===== src/rtl/assert_macros.svh =====
// ---------------------------------------------------------------------------
// assert_macros.svh
// Concurrent assertion helpers; define ASSERT_OFF to compile them out.
// ---------------------------------------------------------------------------
`ifndef ASSERT_MACROS_SVH
`define ASSERT_MACROS_SVH

`ifndef ASSERT_OFF
// same-cycle implication, disabled during reset
`define CHK_SAME(label, clk, rst, ante, cons) \
   label: assert property (@(posedge clk) disable iff (rst) (ante) |-> (cons)) \
      else $error("assertion failed");
// next-cycle implication, disabled during reset
`define CHK_NEXT(label, clk, rst, ante, cons) \
   label: assert property (@(posedge clk) disable iff (rst) (ante) |=> (cons)) \
      else $error("assertion failed");
`else
`define CHK_SAME(label, clk, rst, ante, cons)
`define CHK_NEXT(label, clk, rst, ante, cons)
`endif

`endif


===== src/rtl/tced_pkg.sv =====
// ---------------------------------------------------------------------------
// tced_pkg
// Types, constants and search functions of the two-car elevator dispatcher.
// ---------------------------------------------------------------------------
`default_nettype none

package tced_pkg;

   // number of served floors; mask bits at or above it are ignored
   localparam int FLOORS = 8;
   localparam logic [7:0] FLOOR_MASK = (FLOORS >= 8) ? 8'hFF : 8'((1 << FLOORS) - 1);

   // car motion codes
   localparam logic [1:0] DIR_IDLE = 2'd0;
   localparam logic [1:0] DIR_UP   = 2'd1;
   localparam logic [1:0] DIR_DOWN = 2'd2;

   typedef struct packed {
      logic [7:0] hall_calls;
      logic [7:0] car_a_calls;
      logic [7:0] car_b_calls;
      logic [2:0] floor_a;
      logic [1:0] dir_a;
      logic [2:0] floor_b;
      logic [1:0] dir_b;
   } req_type;

   typedef struct packed {
      logic [2:0] dest_a;
      logic [2:0] dest_b;
   } rsp_type;

   // result of one mask search
   typedef struct packed {
      logic       found;
      logic [2:0] pos;
   } pick_type;

   function automatic logic [2:0] floor_gap(input logic [2:0] a, input logic [2:0] b);
      return (a > b) ? (a - b) : (b - a);
   endfunction

   // search a button mask by the direction rules
   function automatic pick_type pick_floor(input logic [7:0] mask,
                                           input logic [2:0] here,
                                           input logic [1:0] dir);
      pick_type   res;
      logic [7:0] m;
      logic [2:0] best_gap;
      logic [2:0] fl;
      res      = '0;
      m        = mask & FLOOR_MASK;
      best_gap = '0;
      case (dir)
         DIR_UP: begin
            // lowest pressed floor at or above the car
            for (int i = 0; i < 8; i++) begin
               fl = 3'(i);
               if (!res.found && fl >= here && m[fl]) begin
                  res.found = 1'b1;
                  res.pos   = fl;
               end
            end
         end
         DIR_DOWN: begin
            // highest pressed floor at or below the car
            for (int i = 7; i >= 0; i--) begin
               fl = 3'(i);
               if (!res.found && fl <= here && m[fl]) begin
                  res.found = 1'b1;
                  res.pos   = fl;
               end
            end
         end
         DIR_IDLE: begin
            // nearest pressed floor, tie to the lower floor
            for (int i = 0; i < 8; i++) begin
               fl = 3'(i);
               if (m[fl] && (!res.found || floor_gap(fl, here) < best_gap)) begin
                  res.found = 1'b1;
                  res.pos   = fl;
                  best_gap  = floor_gap(fl, here);
               end
            end
         end
         default: begin
            res = '0;
         end
      endcase
      return res;
   endfunction

endpackage

`default_nettype wire


===== src/rtl/two_car_elevator_dispatch_top.sv =====
// ---------------------------------------------------------------------------
// two_car_elevator_dispatch_top
// Next destination floor for each of two cars from call masks and positions.
// ---------------------------------------------------------------------------
// Usage:
//   The request channel (req_valid / req_stall / req_data) carries the three
//   call masks with each car's floor and direction. A request transfers at a
//   rising edge with req_valid high and req_stall low.
//   The response channel (rsp_valid / rsp_stall / rsp_data) returns dest_a
//   and dest_b, one response per request, in request order.
//   A transferred request passes through the input register, then the dispatch
//   logic into the result register, which drives rsp_valid and rsp_data.
//   Throughput is one request per cycle while rsp_stall is low; the result
//   register advances whenever empty or its content transfers in the same cycle.
//   While rsp_stall holds a full result register, the input register still
//   takes one request; req_stall rises only when both registers are full.
//   Synchronous reset empties both registers; there is no other state.
// ---------------------------------------------------------------------------
`default_nettype none

module two_car_elevator_dispatch_top
   import tced_pkg::*;
(
   input  wire          clock,
   input  wire          reset,
   input  wire          req_valid,
   output logic         req_stall,
   input  wire req_type req_data,
   output logic         rsp_valid,
   input  wire          rsp_stall,
   output rsp_type      rsp_data
);

   logic    s1_valid_ff, s1_valid_in;
   req_type s1_data_ff;
   logic    rsp_valid_ff, rsp_valid_in;
   rsp_type rsp_data_ff;
   logic    out_ready;
   logic    req_xfer;
   logic    s1_move;
   rsp_type result;

   pick_type own_a, own_b, hall_a, hall_b;
   logic     bid_a, bid_b;
   logic [2:0] gap_a, gap_b;

   // handshake control
   assign out_ready = !rsp_valid_ff || !rsp_stall;
   assign req_stall = s1_valid_ff && !out_ready;
   assign req_xfer  = req_valid && !req_stall;
   assign s1_move   = s1_valid_ff && out_ready;

   assign s1_valid_in  = req_xfer || (s1_valid_ff && !out_ready);
   assign rsp_valid_in = out_ready ? s1_valid_ff : rsp_valid_ff;

   always_ff @(posedge clock) begin
      if (reset) begin
         s1_valid_ff  <= 1'b0;
         rsp_valid_ff <= 1'b0;
      end else begin
         s1_valid_ff  <= s1_valid_in;
         rsp_valid_ff <= rsp_valid_in;
      end
   end

   // capture request and result payloads
   always_ff @(posedge clock) begin
      if (req_xfer) begin
         s1_data_ff <= req_data;
      end
      if (s1_move) begin
         rsp_data_ff <= result;
      end
   end

   // panel and hall searches for both cars
   always_comb begin
      own_a  = pick_floor(s1_data_ff.car_a_calls, s1_data_ff.floor_a, s1_data_ff.dir_a);
      own_b  = pick_floor(s1_data_ff.car_b_calls, s1_data_ff.floor_b, s1_data_ff.dir_b);
      hall_a = pick_floor(s1_data_ff.hall_calls, s1_data_ff.floor_a, s1_data_ff.dir_a);
      hall_b = pick_floor(s1_data_ff.hall_calls, s1_data_ff.floor_b, s1_data_ff.dir_b);
      bid_a  = !own_a.found && hall_a.found;
      bid_b  = !own_b.found && hall_b.found;
      gap_a  = floor_gap(hall_a.pos, s1_data_ff.floor_a);
      gap_b  = floor_gap(hall_b.pos, s1_data_ff.floor_b);
   end

   // settle the hall bids
   always_comb begin
      result.dest_a = own_a.found ? own_a.pos : s1_data_ff.floor_a;
      result.dest_b = own_b.found ? own_b.pos : s1_data_ff.floor_b;
      if (bid_a && (!bid_b || gap_a < gap_b)) begin
         result.dest_a = hall_a.pos;
         if (bid_b && hall_a.pos != hall_b.pos) begin
            result.dest_b = hall_b.pos;
         end
      end else if (bid_b && (!bid_a || gap_b < gap_a)) begin
         result.dest_b = hall_b.pos;
         if (bid_a && hall_a.pos != hall_b.pos) begin
            result.dest_a = hall_a.pos;
         end
      end else if (bid_a && bid_b) begin
         if (hall_a.pos == hall_b.pos) begin
            // same floor at equal distance: a moving car B takes it
            if (s1_data_ff.dir_b != DIR_IDLE) begin
               result.dest_b = hall_b.pos;
            end else begin
               result.dest_a = hall_a.pos;
            end
         end else begin
            result.dest_a = hall_a.pos;
            result.dest_b = hall_b.pos;
         end
      end
   end

   assign rsp_valid = rsp_valid_ff;
   assign rsp_data  = rsp_data_ff;

   // checks
`include "assert_macros.svh"
   `CHK_NEXT(a_req_lands, clock, reset, req_xfer, s1_valid_ff)
   `CHK_NEXT(a_result_loads, clock, reset, s1_move, rsp_valid_ff && rsp_data_ff == $past(result))
   `CHK_NEXT(a_empty_drains, clock, reset, !s1_valid_ff && out_ready, !rsp_valid_ff)
   `CHK_SAME(a_stall_full, clock, reset, req_stall, s1_valid_ff && rsp_valid_ff)

endmodule

`default_nettype wire

===== config.mk =====
export PLATFORM = sky130hd
export DESIGN_NAME = two_car_elevator_dispatch_top
export DESIGN_NICKNAME = d
export VERILOG_FILES = /design/src/rtl/tced_pkg.sv /design/src/rtl/two_car_elevator_dispatch_top.sv
export VERILOG_INCLUDE_DIRS = /design/src /design/src/rtl
export SDC_FILE = /design/constraint.sdc
export NUM_CORES = 1
export LEC_CHECK = 0
export BUFFER_PORTS_ARGS = -buffer_cell sky130_fd_sc_hd__buf_4
export CAP_MARGIN = 10
export CELL_PAD_IN_SITES_DETAIL_PLACEMENT = 1
export CELL_PAD_IN_SITES_GLOBAL_PLACEMENT = 1
export CORE_MARGIN = 1
export CORE_UTILIZATION = 51
export CTS_CLUSTER_DIAMETER = 150
export DETAILED_ROUTE_END_ITERATION = 8
export GPL_ROUTABILITY_DRIVEN = 0
export PLACE_DENSITY = 0.95
export SYNTH_ARGS = -nofsm -noshare
export SYNTH_HDL_FRONTEND = slang
export SYNTH_SLANG_ARGS = --single-unit

===== constraint.sdc =====
create_clock -name clock -period 40.6 [get_ports clock]
set_clock_uncertainty 0.2 [all_clocks]
set_input_delay 8.12 -clock clock [delete_from_list [all_inputs] [get_ports clock]]
set_output_delay 8.12 -clock clock [all_outputs]
set_load 0.05 [all_outputs]

==> impl_metrics.tcl <==
set metrics [dict create \
    status "finished, final reports clean" \
    start_util 0.5215 \
    final_antenna_net_count 0 \
    netSwitchingPower_mw 0.1470 \
    placement_rows 43 \
    drcViolationCount 0 \
    min_from "s1_valid_ff" \
    diodes 0 \
    numCtsBuffers 5 \
    die_h_microns 120.9 \
    post_drt_wl_per_cell_microns 22.35 \
    design_area_sq_mm 0.007799 \
    worstPathArrival_ns 8.68 \
    p_leak_nw 3.269 \
    ios 46 \
    overflow 0 \
    start_kind "primary input" \
    ir_drop_uv 21.88 \
    syn_to_final_growth_pct 8.155 \
    synth.distinct_cells 88 \
    clk_pin_slew_ns 0.07 \
    ys_ff_latch 42 \
    vias 7783 \
    final_nets 1084 \
    cap_viol_max_count 0 \
    post-cts-setup-buffers 0 \
    min_period_ns 17.00 \
    fillers 1751 \
    p_comb_frac 0.656 \
    antenna_found_initial 0 \
    cp-end-kind "output port" \
    core_sq_mm 0.01383 \
    p_int_mw 0.1634 \
    critPathMaxStageDelay_ns 0.24 \
    crit_fanout 3 \
    place_area_sq_mm 0.007632 \
    synthFlopType "edfxtp_1" \
    slew_headroom 0.2708 \
    cts_tree "yes" \
    hold_violations 0 \
    grtUsageTotal 0.3578 \
    rr_worst_depth 64 \
    fin_cells 1135 \
    cts.sinks 42 \
    setup-violations-final 0 \
    whs_path_depth 2 \
    power_density_mw_per_mm2 39.81 \
    multi_input_area_sq_mm 0.005569 \
    clock_power_share 0.161 \
    yosys.area.top_type_share 0.1666 \
    cpMaxStageDelayCell "and3_1" \
    period_share 0.4188 \
    grt_pass1_vias 8448 \
    port_buffers 45 \
    holdWs_ns 0.3541 \
    yosysTopAreaCell "edfxtp_1" \
    power_mw 0.3104 \
    cts_max_path_buffers 2 \
    ys_warn_count 0 \
    hold_buffers 0 \
    synth.area.top_cells "edfxtp_1 17%, ha_1 15%, a21oi_1 5.7%" \
    slew_violations 0 \
    tightestPinTransition_ns 1.091 \
    seq_area_sq_mm 0.001241 \
    syn-instance-count 942 \
    setup_tns_ns 0 \
    finalWirelength_mm 25.37 \
    place_inst 1127 \
    crit_type "primary input to output port" \
    die_x_microns 120.9 \
    r2r-start "s1_data_ff[7]" \
    required_ns 32.28 \
    rsz0062_at_grt "no" \
    cts_resized 0 \
    cts-root-buf "clkbuf_16" \
    first_pass_iters 5 \
    synth_edf_count 40 \
    via_per_inst 6.857 \
    r2r_slack_ns 24.79 \
    cp_cell_sequence "buf_4 > and3_1 > buf_4" \
    power_frac_seq 0.184 \
    ys_seq_area_frac 0.1721 \
    fmax_ghz 0.05882 \
    die_area_sq_mm 0.01462 \
    avgSynthCellArea_sq_um 7.655 \
    timing.rr.end "rsp_data[2]" \
    cpMostUsedCell "buf_4" \
    hold_class "flop to flop" \
    holdPathEnd "rsp_valid" \
    clk_latency_ns 0.31 \
    synth_nets 1072 \
    syn_area_sq_mm 0.007211 \
    drive_gt1_frac 0.1079 \
    cts_htree_levels 2 \
    hpwlAfterDp_mm 19.23 \
    grt_max_degree 35 \
    grt_pass1_wl_mm 41.14 \
    switching_share 0.4736 \
    ys_async_sr_fraction 0 \
    drt_iter0_markers 613 \
]
[worst max path at each step]
| stage | start | to | slack (ns) | depth (start not counted) |
|---|---|---|---|---|
| after floorplan | rsp_stall | req_stall | 23.68 | 1 |
| after global placement | rsp_stall | req_stall | 23.62 | 3 |
| after detailed placement | rsp_stall | req_stall | 23.60 | 3 |
| after CTS | rsp_stall | req_stall | 23.59 | 3 |
| after global routing | rsp_stall | req_stall | 23.56 | 3 |
| final | rsp_stall | req_stall | 23.60 | 3 |
[registers in the layout, indices dropped and copies added (netlist names)]
name,cells
s1_valid_ff,1
s1_data_ff,34
rsp_data,6
rsp_valid,1
[worst max-delay path, delay by kind of cell]
kind          cells  cell delay [ns]
buf+inv           2             0.32
simple gates      1             0.24
[cell usage after synthesis, types with 5 or more instances]
cell type,instances
nand2_1,104
ha_1,88
a21oi_1,82
o21ai_0,76
nor2_1,75
inv_1,54
edfxtp_1,40
mux2i_1,34
clkbuf_1,33
nand2b_1,29
nor2b_1,20
o21a_1,20
mux2_2,18
nand3_1,17
and2_1,15
a21o_1,13
o22ai_1,12
nor3_1,10
o211ai_1,10
a31oi_1,9
nand4_1,8
a211oi_1,7
o2111ai_1,7
a32oi_1,6
a41oi_1,6
and3_1,6
buf_1,6
or2_2,6
buf_2,5
o21bai_1,5
xnor2_1,5
[power groups by stage]
stage	logic (mW)	clock network, mW	registers, mW
floorplan	0.147	0	0.0561
global placement	0.181	0	0.0573
detailed placement	0.196	0	0.0576
CTS	0.200	0.0505	0.0567
global route	0.225	0.0514	0.0573
finish	0.203	0.0499	0.0571
[through the flow]
| step | util | setup slack (ns) |
|---|---|---|
| 2_1_floorplan | - | 23.68 |
| 3_3_place_gp | 0.5520 | 23.62 |
| 3_5_place_dp | 0.5520 | 23.60 |
| 4_1_cts | 0.5640 | 23.59 |
| 5_1_grt | 0.5640 | 23.56 |
| 6_report | 0.5640 | 23.60 |
[per-layer routing]
layer	routed length (microns)	GRT usage	part of all wire	vias up
met5	0	0	0	-
met4	1518	0.2577	0.060	0
met3	1393	0.07002	0.055	133
met2	12540	0.6350	0.49	309
met1	9909	0.3761	0.39	3809
li1	-	-	-	3532
[cell families (layout without fill, tap and decap cells)]
logic type      after synthesis  count (layout)  share of synthesized area
compound gates              329             329                     0.3077
simple gates                317             317                     0.2157
buf+inv                     103             116                    0.05657
fa+ha+maj                    92              92                     0.1638
mux                          53              53                    0.07687
flops                        42              42                     0.1721
xor+xnor                      6               6                   0.007288
[cell usage in the layout, fill, tap and decap left out, types with 20 or more instances in the layout]
| master | synthesis | final |
|---|---|---|
| nand2_1 | 104 | 104 |
| ha_1 | 88 | 88 |
| a21oi_1 | 82 | 82 |
| o21ai_0 | 76 | 76 |
| nor2_1 | 75 | 75 |
| inv_1 | 54 | 54 |
| buf_4 | 0 | 51 |
| edfxtp_1 | 40 | 40 |
| mux2i_1 | 34 | 34 |
| nand2b_1 | 29 | 29 |
| o21a_1 | 20 | 20 |
[cell type report]
type / count / area share
Clock inverter: 2 / 0.004813
Tap cell: 180 / 0.02888
Timing Repair Buffer: 51 / 0.04909
Sequential cell: 42 / 0.1592
Multi-Input combinational cell: 797 / 0.7141
Inverter: 57 / 0.02743
Clock buffer: 6 / 0.01652
Power figures use the tool's default switching activity.
